### config.mk
export PLATFORM = sky130hd
export DESIGN_NAME = buzzer_cadence_generator
export DESIGN_NICKNAME = d
export VERILOG_FILES = /design/src/rtl/bcg_pkg.sv /design/src/rtl/bcg_step.sv /design/src/rtl/buzzer_cadence_generator.sv
export VERILOG_INCLUDE_DIRS = /design/src /design/src/rtl
export SDC_FILE = /design/constraint.sdc
export NUM_CORES = 1
export LEC_CHECK = 0
export BUFFER_PORTS_ARGS = -buffer_cell sky130_fd_sc_hd__buf_2
export CORE_MARGIN = 4
export CORE_UTILIZATION = 54
export CTS_BUF_LIST = sky130_fd_sc_hd__clkbuf_4
export DETAILED_ROUTE_END_ITERATION = 8
export PLACE_DENSITY = 0.77
export REMOVE_ABC_BUFFERS = 1
export SKIP_CTS_REPAIR_TIMING = 1
export SYNTH_ARGS = -nofsm -noshare
export SYNTH_HDL_FRONTEND = slang
export SYNTH_HIERARCHICAL = 1
export SYNTH_SLANG_ARGS = --single-unit
### constraint.sdc
create_clock -name clk -period 3.1 [get_ports clk]
set_input_delay 0.31 -clock clk [delete_from_list [all_inputs] [get_ports clk]]
set_output_delay 0.31 -clock clk [all_outputs]
set_load 0.02 [all_outputs]
### src/rtl/buzzer_cadence_generator_assert.svh
`ifndef BUZZER_CADENCE_GENERATOR_ASSERT_SVH
`define BUZZER_CADENCE_GENERATOR_ASSERT_SVH

// checked on every clock edge outside reset
`define BCG_ASSERT(name, cond, msg) \
    name: assert property (@(posedge clk) disable iff (!rst_n) (cond)) else $error(msg);

// implication checked in the cycle after the antecedent, outside reset
`define BCG_ASSERT_NEXT(name, ante, cons, msg) \
    name: assert property (@(posedge clk) disable iff (!rst_n) (ante) |=> (cons)) \
        else $error(msg);

`endif

### src/rtl/bcg_pkg.sv
package bcg_pkg;

    localparam int TICK_W  = 8;
    localparam int PAT_W   = 3;
    localparam int CMD_W   = 2;
    localparam int DATA_W  = 32;
    localparam int ADDR_W  = 5;
    localparam int REG_IDX_W = 3;

    localparam int DOORBELL_REPEAT_DEF = 3;

    localparam logic [TICK_W-1:0] CFG_RESET_TICKS = 8'd10;

    typedef enum logic [CMD_W-1:0] {
        CMD_TICK  = 2'd0,
        CMD_START = 2'd1,
        CMD_STOP  = 2'd2
    } cmd_t;

    localparam logic [PAT_W-1:0] PAT_OFF       = 3'd0;
    localparam logic [PAT_W-1:0] PAT_DOORBELL  = 3'd1;
    localparam logic [PAT_W-1:0] PAT_INTRUSION = 3'd2;
    localparam logic [PAT_W-1:0] PAT_GAS       = 3'd3;
    localparam logic [PAT_W-1:0] PAT_LOCKOUT   = 3'd4;

    localparam logic [REG_IDX_W-1:0] REG_DOORBELL_ON   = 3'd0;
    localparam logic [REG_IDX_W-1:0] REG_DOORBELL_OFF  = 3'd1;
    localparam logic [REG_IDX_W-1:0] REG_INTRUSION_ON  = 3'd2;
    localparam logic [REG_IDX_W-1:0] REG_INTRUSION_OFF = 3'd3;
    localparam logic [REG_IDX_W-1:0] REG_GAS_ON        = 3'd4;
    localparam logic [REG_IDX_W-1:0] REG_GAS_OFF       = 3'd5;
    localparam logic [REG_IDX_W-1:0] REG_LOCKOUT_ON    = 3'd6;
    localparam logic [REG_IDX_W-1:0] REG_LOCKOUT_OFF   = 3'd7;

    typedef struct packed {
        logic [CMD_W-1:0] cmd;
        logic [PAT_W-1:0] pattern_sel;
    } req_t;

    typedef struct packed {
        logic             buzzer_on;
        logic [PAT_W-1:0] current_pattern;
    } rsp_t;

    typedef struct packed {
        logic [TICK_W-1:0] doorbell_on_ticks;
        logic [TICK_W-1:0] doorbell_off_ticks;
        logic [TICK_W-1:0] intrusion_on_ticks;
        logic [TICK_W-1:0] intrusion_off_ticks;
        logic [TICK_W-1:0] gas_on_ticks;
        logic [TICK_W-1:0] gas_off_ticks;
        logic [TICK_W-1:0] lockout_on_ticks;
        logic [TICK_W-1:0] lockout_off_ticks;
    } cfg_t;

    typedef struct packed {
        logic [PAT_W-1:0]  pattern;
        logic              sound_phase;
        logic [TICK_W-1:0] tick_count;
        logic [TICK_W-1:0] repeats_left;
    } bcg_state_t;

endpackage

### src/rtl/bcg_step.sv
module bcg_step
    import bcg_pkg::*;
#(
    parameter int DOORBELL_REPEAT = DOORBELL_REPEAT_DEF
)
(
    input  bcg_state_t state,
    input  cfg_t       cfg,
    input  req_t       req,
    output bcg_state_t state_next
);

    localparam logic [TICK_W-1:0] REPEAT_INIT = TICK_W'(DOORBELL_REPEAT);

    logic [TICK_W-1:0] limit;
    logic [TICK_W-1:0] count_inc;
    logic              pattern_ok;

    // phase length for the running pattern and phase
    always_comb
    begin
        case (state.pattern)
            PAT_DOORBELL:
                limit = state.sound_phase ? cfg.doorbell_on_ticks : cfg.doorbell_off_ticks;
            PAT_INTRUSION:
                limit = state.sound_phase ? cfg.intrusion_on_ticks : cfg.intrusion_off_ticks;
            PAT_GAS:
                limit = state.sound_phase ? cfg.gas_on_ticks : cfg.gas_off_ticks;
            PAT_LOCKOUT:
                limit = state.sound_phase ? cfg.lockout_on_ticks : cfg.lockout_off_ticks;
            default:
                limit = '0;
        endcase
    end

    assign count_inc  = state.tick_count + TICK_W'(1);
    assign pattern_ok = (state.pattern != PAT_OFF) && (state.pattern <= PAT_LOCKOUT);

    always_comb
    begin
        state_next = state;
        case (cmd_t'(req.cmd))
            CMD_TICK:
            begin
                if (pattern_ok)
                begin
                    if (count_inc >= limit)
                    begin
                        state_next.tick_count  = '0;
                        state_next.sound_phase = !state.sound_phase;
                        // doorbell counts its sounding phases down to a self stop
                        if (state.sound_phase && (state.pattern == PAT_DOORBELL)
                            && (state.repeats_left != '0))
                        begin
                            state_next.repeats_left = state.repeats_left - TICK_W'(1);
                            if (state.repeats_left == TICK_W'(1))
                            begin
                                state_next = '0;
                            end
                        end
                    end
                    else
                    begin
                        state_next.tick_count = count_inc;
                    end
                end
            end
            CMD_START:
            begin
                if (req.pattern_sel == PAT_OFF)
                begin
                    state_next = '0;
                end
                else if ((req.pattern_sel <= PAT_LOCKOUT) && (req.pattern_sel != state.pattern))
                begin
                    state_next.pattern      = req.pattern_sel;
                    state_next.sound_phase  = 1'b1;
                    state_next.tick_count   = '0;
                    state_next.repeats_left = (req.pattern_sel == PAT_DOORBELL) ? REPEAT_INIT : '0;
                end
            end
            CMD_STOP:
            begin
                state_next = '0;
            end
            default:
            begin
                state_next = state;
            end
        endcase
    end

endmodule

### src/rtl/buzzer_cadence_generator.sv
// channel   | handshake            | payload
// ----------+----------------------+--------------------------------------
// req       | req_valid/req_ready  | req.cmd, req.pattern_sel
// rsp       | rsp_valid/rsp_ready  | rsp.buzzer_on, rsp.current_pattern
// apb       | psel/penable/pready  | paddr, pwdata, prdata (8 tick lengths)
//
// one request per cycle while req_ready is high; its response is registered in the result register
// the cadence state updates at the edge that takes the request
// a stalled response only holds off new requests while the result register is full
// reset clears the cadence state and loads every tick length with 10
`include "buzzer_cadence_generator_assert.svh"

module buzzer_cadence_generator
    import bcg_pkg::*;
#(
    parameter int DOORBELL_REPEAT = DOORBELL_REPEAT_DEF
)
(
    input  logic              clk,
    input  logic              rst_n,

    input  logic              req_valid,
    output logic              req_ready,
    input  req_t              req,

    output logic              rsp_valid,
    input  logic              rsp_ready,
    output rsp_t              rsp,

    input  logic              psel,
    input  logic              penable,
    input  logic              pwrite,
    input  logic [ADDR_W-1:0] paddr,
    input  logic [DATA_W-1:0] pwdata,
    output logic [DATA_W-1:0] prdata,
    output logic              pready
);

    bcg_state_t state_reg, state_next, state_calc;
    cfg_t       cfg_reg, cfg_next;
    logic       rsp_valid_reg, rsp_valid_next;
    rsp_t       rsp_reg, rsp_next;

    logic                 req_accept;
    logic                 cfg_write;
    logic [REG_IDX_W-1:0] reg_idx;
    logic [TICK_W-1:0]    read_ticks;

    assign req_ready  = !rsp_valid_reg || rsp_ready;
    assign req_accept = req_valid && req_ready;
    assign pready     = 1'b1;
    assign cfg_write  = psel && penable && pwrite && pready;
    assign reg_idx    = paddr[ADDR_W-1:2];

    bcg_step #(
        .DOORBELL_REPEAT (DOORBELL_REPEAT)
    ) u_step (
        .state      (state_reg),
        .cfg        (cfg_reg),
        .req        (req),
        .state_next (state_calc)
    );

    always_comb
    begin
        state_next     = state_reg;
        rsp_next       = rsp_reg;
        rsp_valid_next = rsp_valid_reg && !rsp_ready;
        if (req_accept)
        begin
            state_next               = state_calc;
            rsp_next.buzzer_on       = state_calc.sound_phase;
            rsp_next.current_pattern = state_calc.pattern;
            rsp_valid_next           = 1'b1;
        end
    end

    always_comb
    begin
        cfg_next = cfg_reg;
        if (cfg_write)
        begin
            case (reg_idx)
                REG_DOORBELL_ON:   cfg_next.doorbell_on_ticks   = pwdata[TICK_W-1:0];
                REG_DOORBELL_OFF:  cfg_next.doorbell_off_ticks  = pwdata[TICK_W-1:0];
                REG_INTRUSION_ON:  cfg_next.intrusion_on_ticks  = pwdata[TICK_W-1:0];
                REG_INTRUSION_OFF: cfg_next.intrusion_off_ticks = pwdata[TICK_W-1:0];
                REG_GAS_ON:        cfg_next.gas_on_ticks        = pwdata[TICK_W-1:0];
                REG_GAS_OFF:       cfg_next.gas_off_ticks       = pwdata[TICK_W-1:0];
                REG_LOCKOUT_ON:    cfg_next.lockout_on_ticks    = pwdata[TICK_W-1:0];
                REG_LOCKOUT_OFF:   cfg_next.lockout_off_ticks   = pwdata[TICK_W-1:0];
                default:           cfg_next = cfg_reg;
            endcase
        end
    end

    always_comb
    begin
        case (reg_idx)
            REG_DOORBELL_ON:   read_ticks = cfg_reg.doorbell_on_ticks;
            REG_DOORBELL_OFF:  read_ticks = cfg_reg.doorbell_off_ticks;
            REG_INTRUSION_ON:  read_ticks = cfg_reg.intrusion_on_ticks;
            REG_INTRUSION_OFF: read_ticks = cfg_reg.intrusion_off_ticks;
            REG_GAS_ON:        read_ticks = cfg_reg.gas_on_ticks;
            REG_GAS_OFF:       read_ticks = cfg_reg.gas_off_ticks;
            REG_LOCKOUT_ON:    read_ticks = cfg_reg.lockout_on_ticks;
            REG_LOCKOUT_OFF:   read_ticks = cfg_reg.lockout_off_ticks;
            default:           read_ticks = '0;
        endcase
    end

    assign prdata = DATA_W'(read_ticks);

    always_ff @(posedge clk or negedge rst_n)
    begin
        if (!rst_n)
        begin
            state_reg     <= '0;
            rsp_valid_reg <= 1'b0;
            cfg_reg       <= '{default: CFG_RESET_TICKS};
        end
        else
        begin
            state_reg     <= state_next;
            rsp_valid_reg <= rsp_valid_next;
            cfg_reg       <= cfg_next;
        end
    end

    always_ff @(posedge clk)
    begin
        rsp_reg <= rsp_next;
    end

    assign rsp_valid = rsp_valid_reg;
    assign rsp       = rsp_reg;

    `BCG_ASSERT(a_off_is_silent, (state_reg.pattern != PAT_OFF) || !state_reg.sound_phase, "buzzer sounding with no pattern")
    `BCG_ASSERT(a_repeats_doorbell_only, (state_reg.repeats_left == '0) || (state_reg.pattern == PAT_DOORBELL), "repeat count outside doorbell pattern")
    `BCG_ASSERT(a_rsp_tracks_state, !rsp_valid_reg || ((rsp_reg.current_pattern == state_reg.pattern) && (rsp_reg.buzzer_on == state_reg.sound_phase)), "response differs from cadence state")
    `BCG_ASSERT_NEXT(a_request_answered, req_accept, rsp_valid_reg, "accepted request left no response")

endmodule

After elaboration in Yosys (flattened, before gate mapping) --
Cells that the tools add are included. Widths: inputs -> output; s select.
Storage, ports and cells: register bits after elaboration 89, bits of input ports 49, output and inout port bits 39
Operators by class: add/subtract/negate cells 2, order comparisons 3, eq/ne operators 20, muxes and demuxes 17, reductions and logical operators 28
Operators by type and width (number):
- $mux 20 | 5
- $pmux 8 s8 | 1
- $pmux 20 s3 | 1
- $mux 8 | 6
- $pmux 8 s4 | 1
- $reduce_and 2->1 | 8
- $eq 3x3->1 const B | 5
- $eq 3x2->1 const B | 4
- $eq 3x1->1 const B | 3
- $add 8x1->8 const B | 1
- $eq 8x1->1 const B | 1
- $ge 8x8->1 | 1
- $logic_and 1x1->1 | 8
- $reduce_bool 8->1 | 1
- $sub 8x1->8 const B | 1
- $le 3x3->1 const B | 2
- $logic_not 3->1 | 2
- $ne 2x1->1 const B | 3
- $reduce_and 6->1 | 1
- $reduce_bool 3->1 | 2
- $mux 4 | 1
- $reduce_and 4->1 | 1
- $logic_not 1->1 | 3
- $ne 3x1->1 const B | 1
- other kinds (7) | 7

Depth between registers and ports, before layout --
depth in word-level cells 7, mapped depth 14, depth with buffers taken out 12

Cells and area by module --
The synthesis kept the hierarchy.
Modules (own cells, without submodules):
- buzzer_cadence_generator | times used 1, cells an instance 292, area each 4077.7 µm²
- bcg_step | times used 1, cells an instance 219, area each 1555.2 µm²

Worst setup path after synthesis --
OpenSTA, ideal clock, no wires.
path type reg-to-reg, start point reg state_reg[16] in the netlist's numbering, end point reg state_reg[17] in the netlist's numbering, library setup time 0.125 ns, arrival time 3.121 ns, path slack -0.146 ns, cell stages (with the launch flop) 13, period minus slack after synthesis 3.246 ns, cell sequence dfrtp_1 -> clkbuf_1 -> clkbuf_1 -> mux2i_1 -> nor2_1 -> a211oi_1 -> ha_1 -> nand4_1 -> or2_1 -> o32ai_4 -> a31oi_1 -> a22o_1 -> mux2_2
RTL lines:
- from (decl) | RTL line buzzer_cadence_generator.sv:39 | bcg_state_t state_reg, state_next, state_calc;
- from (signal assigned) | RTL line buzzer_cadence_generator.sv:124 | state_reg <= state_next;

==> run metrics <==
row cnt 37; final WL 13700 µm; hpwl dp 9250 µm; commonest non-fill, non-tap cell in the layout mux2_2; share of post-route cells with drive strength above 1 39.90%; clock group share of total power 19.0%; reg2reg setup slack -120 ps; Worst Reg-to-Reg Cells 12; max-slew violations 0; Max Fclk 310.1 MHz; Avg Inst Size Synth 11.02 µm²; # setup viols final 19; # diodes 0; 1st-iter DRT viols 341; PD cells 638.8 mW/mm²; Die Height 110.1 µm; routed len/inst 19.16 µm; clk_skew 22.10 ps; async set or reset register ratio after synthesis 95.51%; I/O Buffers 36; Nets 635; pin count of the biggest net entering global routing 63; Comb power frac 42.2%; Clock Latency Late Sink 460 ps; worst setup path class reg -> reg; final hold vios 0; number of synthesized flops with an enable pin 4; RSZ-0062 raised after global routing yes; Psw 1.435 mW; failing checks negative setup slack; Slew headroom 35.26%; DR vias 4282; worst vdd ir 355.7 µV; vias in the first global route 4376; H-tree Lvls 3; max reg flops 64; register area share after synthesis 40.25%; internal power 2.633 mW; Sw Ratio 35.27%; Area growth syn-to-layout 13.06%; Hold Crit Class in -> reg; status finished, violations left; GRT overflow 0; max cap viols 0; most frequent cells in the layout 85 x mux2_2, 68 x dfrtp_1, 47 x mux2i_1; FF-to-FF Start state_reg[16]; period utilisation layout 104.0%; sequential group share of total power 38.8%; Max Buffers Root-to-Sink 2; Post-Layout Cell Count 715; Pleak 2.868 nW; chip width 110.1 µm; CTS Buf Count 9; Top Ports 88; number of library cell types mapped by synthesis 57; crit start category flip-flop; Clock Tree Root clkbuf_4; GP Congestion 0.8493; Die ar. 0.01213 mm²; yosys warns 6; min-delay src req_valid; DR pass1 iterations 5; Synth Cell Area 0.005633 mm²; clk slew on worst S/H paths 150 ps; minimum clock period 3225 ps; Arr. time, crit path 3570 ps; dpl ws -197.3 ps; slack of the critical path -124.7 ps; ys flop type dfrtp_1; Gate Count Post-Synth 511; total track usage 22.91%; Worst Setup SP state_reg[16]; Worst Tran Pin Value 968.7 ps; initial antenna violation count 0; DRC Markers 0; first-pass GRT wire length 21510 µm; Sink Count 89; number of synthesized register bits 89; Placed Cells 690; CORE AREA 0.01023 mm²; vias per cell 5.989; CTS tree yes; Starting Density 55.06%; post-route ant nets 0; Crit Path Max Fanout 9; CP required 3440 ps; worst setup path endpoint state_reg[16]; crit path capture type flip-flop; Reg-to-Reg End state_reg[16]
[cell type report]
cell class / instances / area [µm²]
tap: 136 / 170.2
clock inverter: 6 / 88.84
inverter: 12 / 45.04
timing repair buffer: 79 / 528.0
fill: 830 / 3862
sequential: 89 / 2268
multi-input combinational: 383 / 3193
clock buffer: 10 / 75.07
[worst min path at each step]
| stage | endpoint | slack, ps | cells past startpoint |
|---|---|---|---|
| detailed placement | rsp_valid | 450 | 1 |
| finish | rsp_valid | 80 | 2 |
| global placement | rsp_valid | 430 | 1 |
| floorplan | cfg_reg[0] | 10 | 0 |
| CTS | cfg_reg[12] | -60 | 1 |
| global route | rsp_valid | 70 | 2 |
[logic make-up after synthesis]
kind of cell             synth area share, %
adder cells (fa/ha/maj)                2.665
buffers and inverters                  6.175
multiplexers                           26.94
flip-flops                             40.25
XOR/XNOR                               1.244
AND/OR/NAND/NOR                        9.996
other                                 0.1333
AO/OA/AOI/OAI                          12.59
[power by group through the flow]
stage	sequential [mW]	clock (mW)	combinational (mW)
after global routing	1.61	0.840	1.85
after global placement	1.59	0	1.49
after CTS	1.58	0.786	1.56
final	1.58	0.773	1.72
after detailed placement	1.60	0	1.54
after floorplan	1.64	0	0.951
[through the flow]
step                      utilization, %  TNS, ps  hold slack, ps  total power [mW]  instance area, µm²
after floorplan                        -   -12210           14.41             2.592                5416
after global placement             59.02   -283.3           425.0             3.075                6038
after detailed placement           59.02    -1855           447.6             3.140                6038
after CTS                          60.62    -3158          -56.71             3.921                6202
after global routing               62.25    -4129           70.08             4.294                6369
final                              62.25   -993.8           76.33             4.068                6369
[synthesized netlist by cell type, types with 2 or more instances]
master | count | area (µm²)
nand2_1 | 14 | 52.55
or3_1 | 7 | 43.79
clkbuf_1 | 9 | 33.78
o21ai_0 | 14 | 70.07
o311ai_0 | 3 | 26.28
nor2_2 | 5 | 31.28
conb_1 | 2 | 7.510
o22a_1 | 7 | 61.31
buf_2 | 14 | 70.07
xor2_1 | 3 | 26.28
or2_2 | 2 | 12.51
nor2_1 | 28 | 105.1
o211ai_1 | 3 | 22.52
nand3_1 | 14 | 70.07
buf_4 | 26 | 195.2
mux2i_1 | 47 | 470.5
a21oi_1 | 11 | 55.05
a31oi_1 | 5 | 31.28
o31ai_1 | 2 | 15.01
mux2_2 | 85 | 957.2
edfxtp_1 | 4 | 120.1
nand4_1 | 3 | 18.77
nor3_1 | 5 | 25.02
mux2_1 | 8 | 90.09
o22ai_1 | 15 | 93.84
inv_1 | 12 | 45.04
xnor2_1 | 5 | 43.79
ha_1 | 12 | 150.1
and3_1 | 5 | 31.28
a211oi_1 | 15 | 112.6
dfstp_2 | 16 | 420.4
o21a_1 | 5 | 37.54
a2bb2oi_1 | 2 | 17.52
a22o_1 | 7 | 61.31
dfrtp_1 | 69 | 1727
nand2b_1 | 6 | 37.54
[critical path: stages (launching register included)]
cell and delay [ps]:
dfrtp_2 430, buf_4 200, mux2_2 360, a211oi_2 250, buf_4 150, ha_1 250
a2111oi_4 450, o32ai_4 180, buf_4 160, buf_4 120, xnor2_1 120, o211ai_1 140
mux2_2 300
[per-layer routing]
layer	track usage, %	vias to the layer above	share of wire, %
met2	38.78	152	50
met3	3.727	36	5.7
met4	9.587	0	2.7
li1	-	1970	-
met1	29.11	2124	42
met5	0	-	0
No activity file was read; power rests on OpenSTA's default activity.
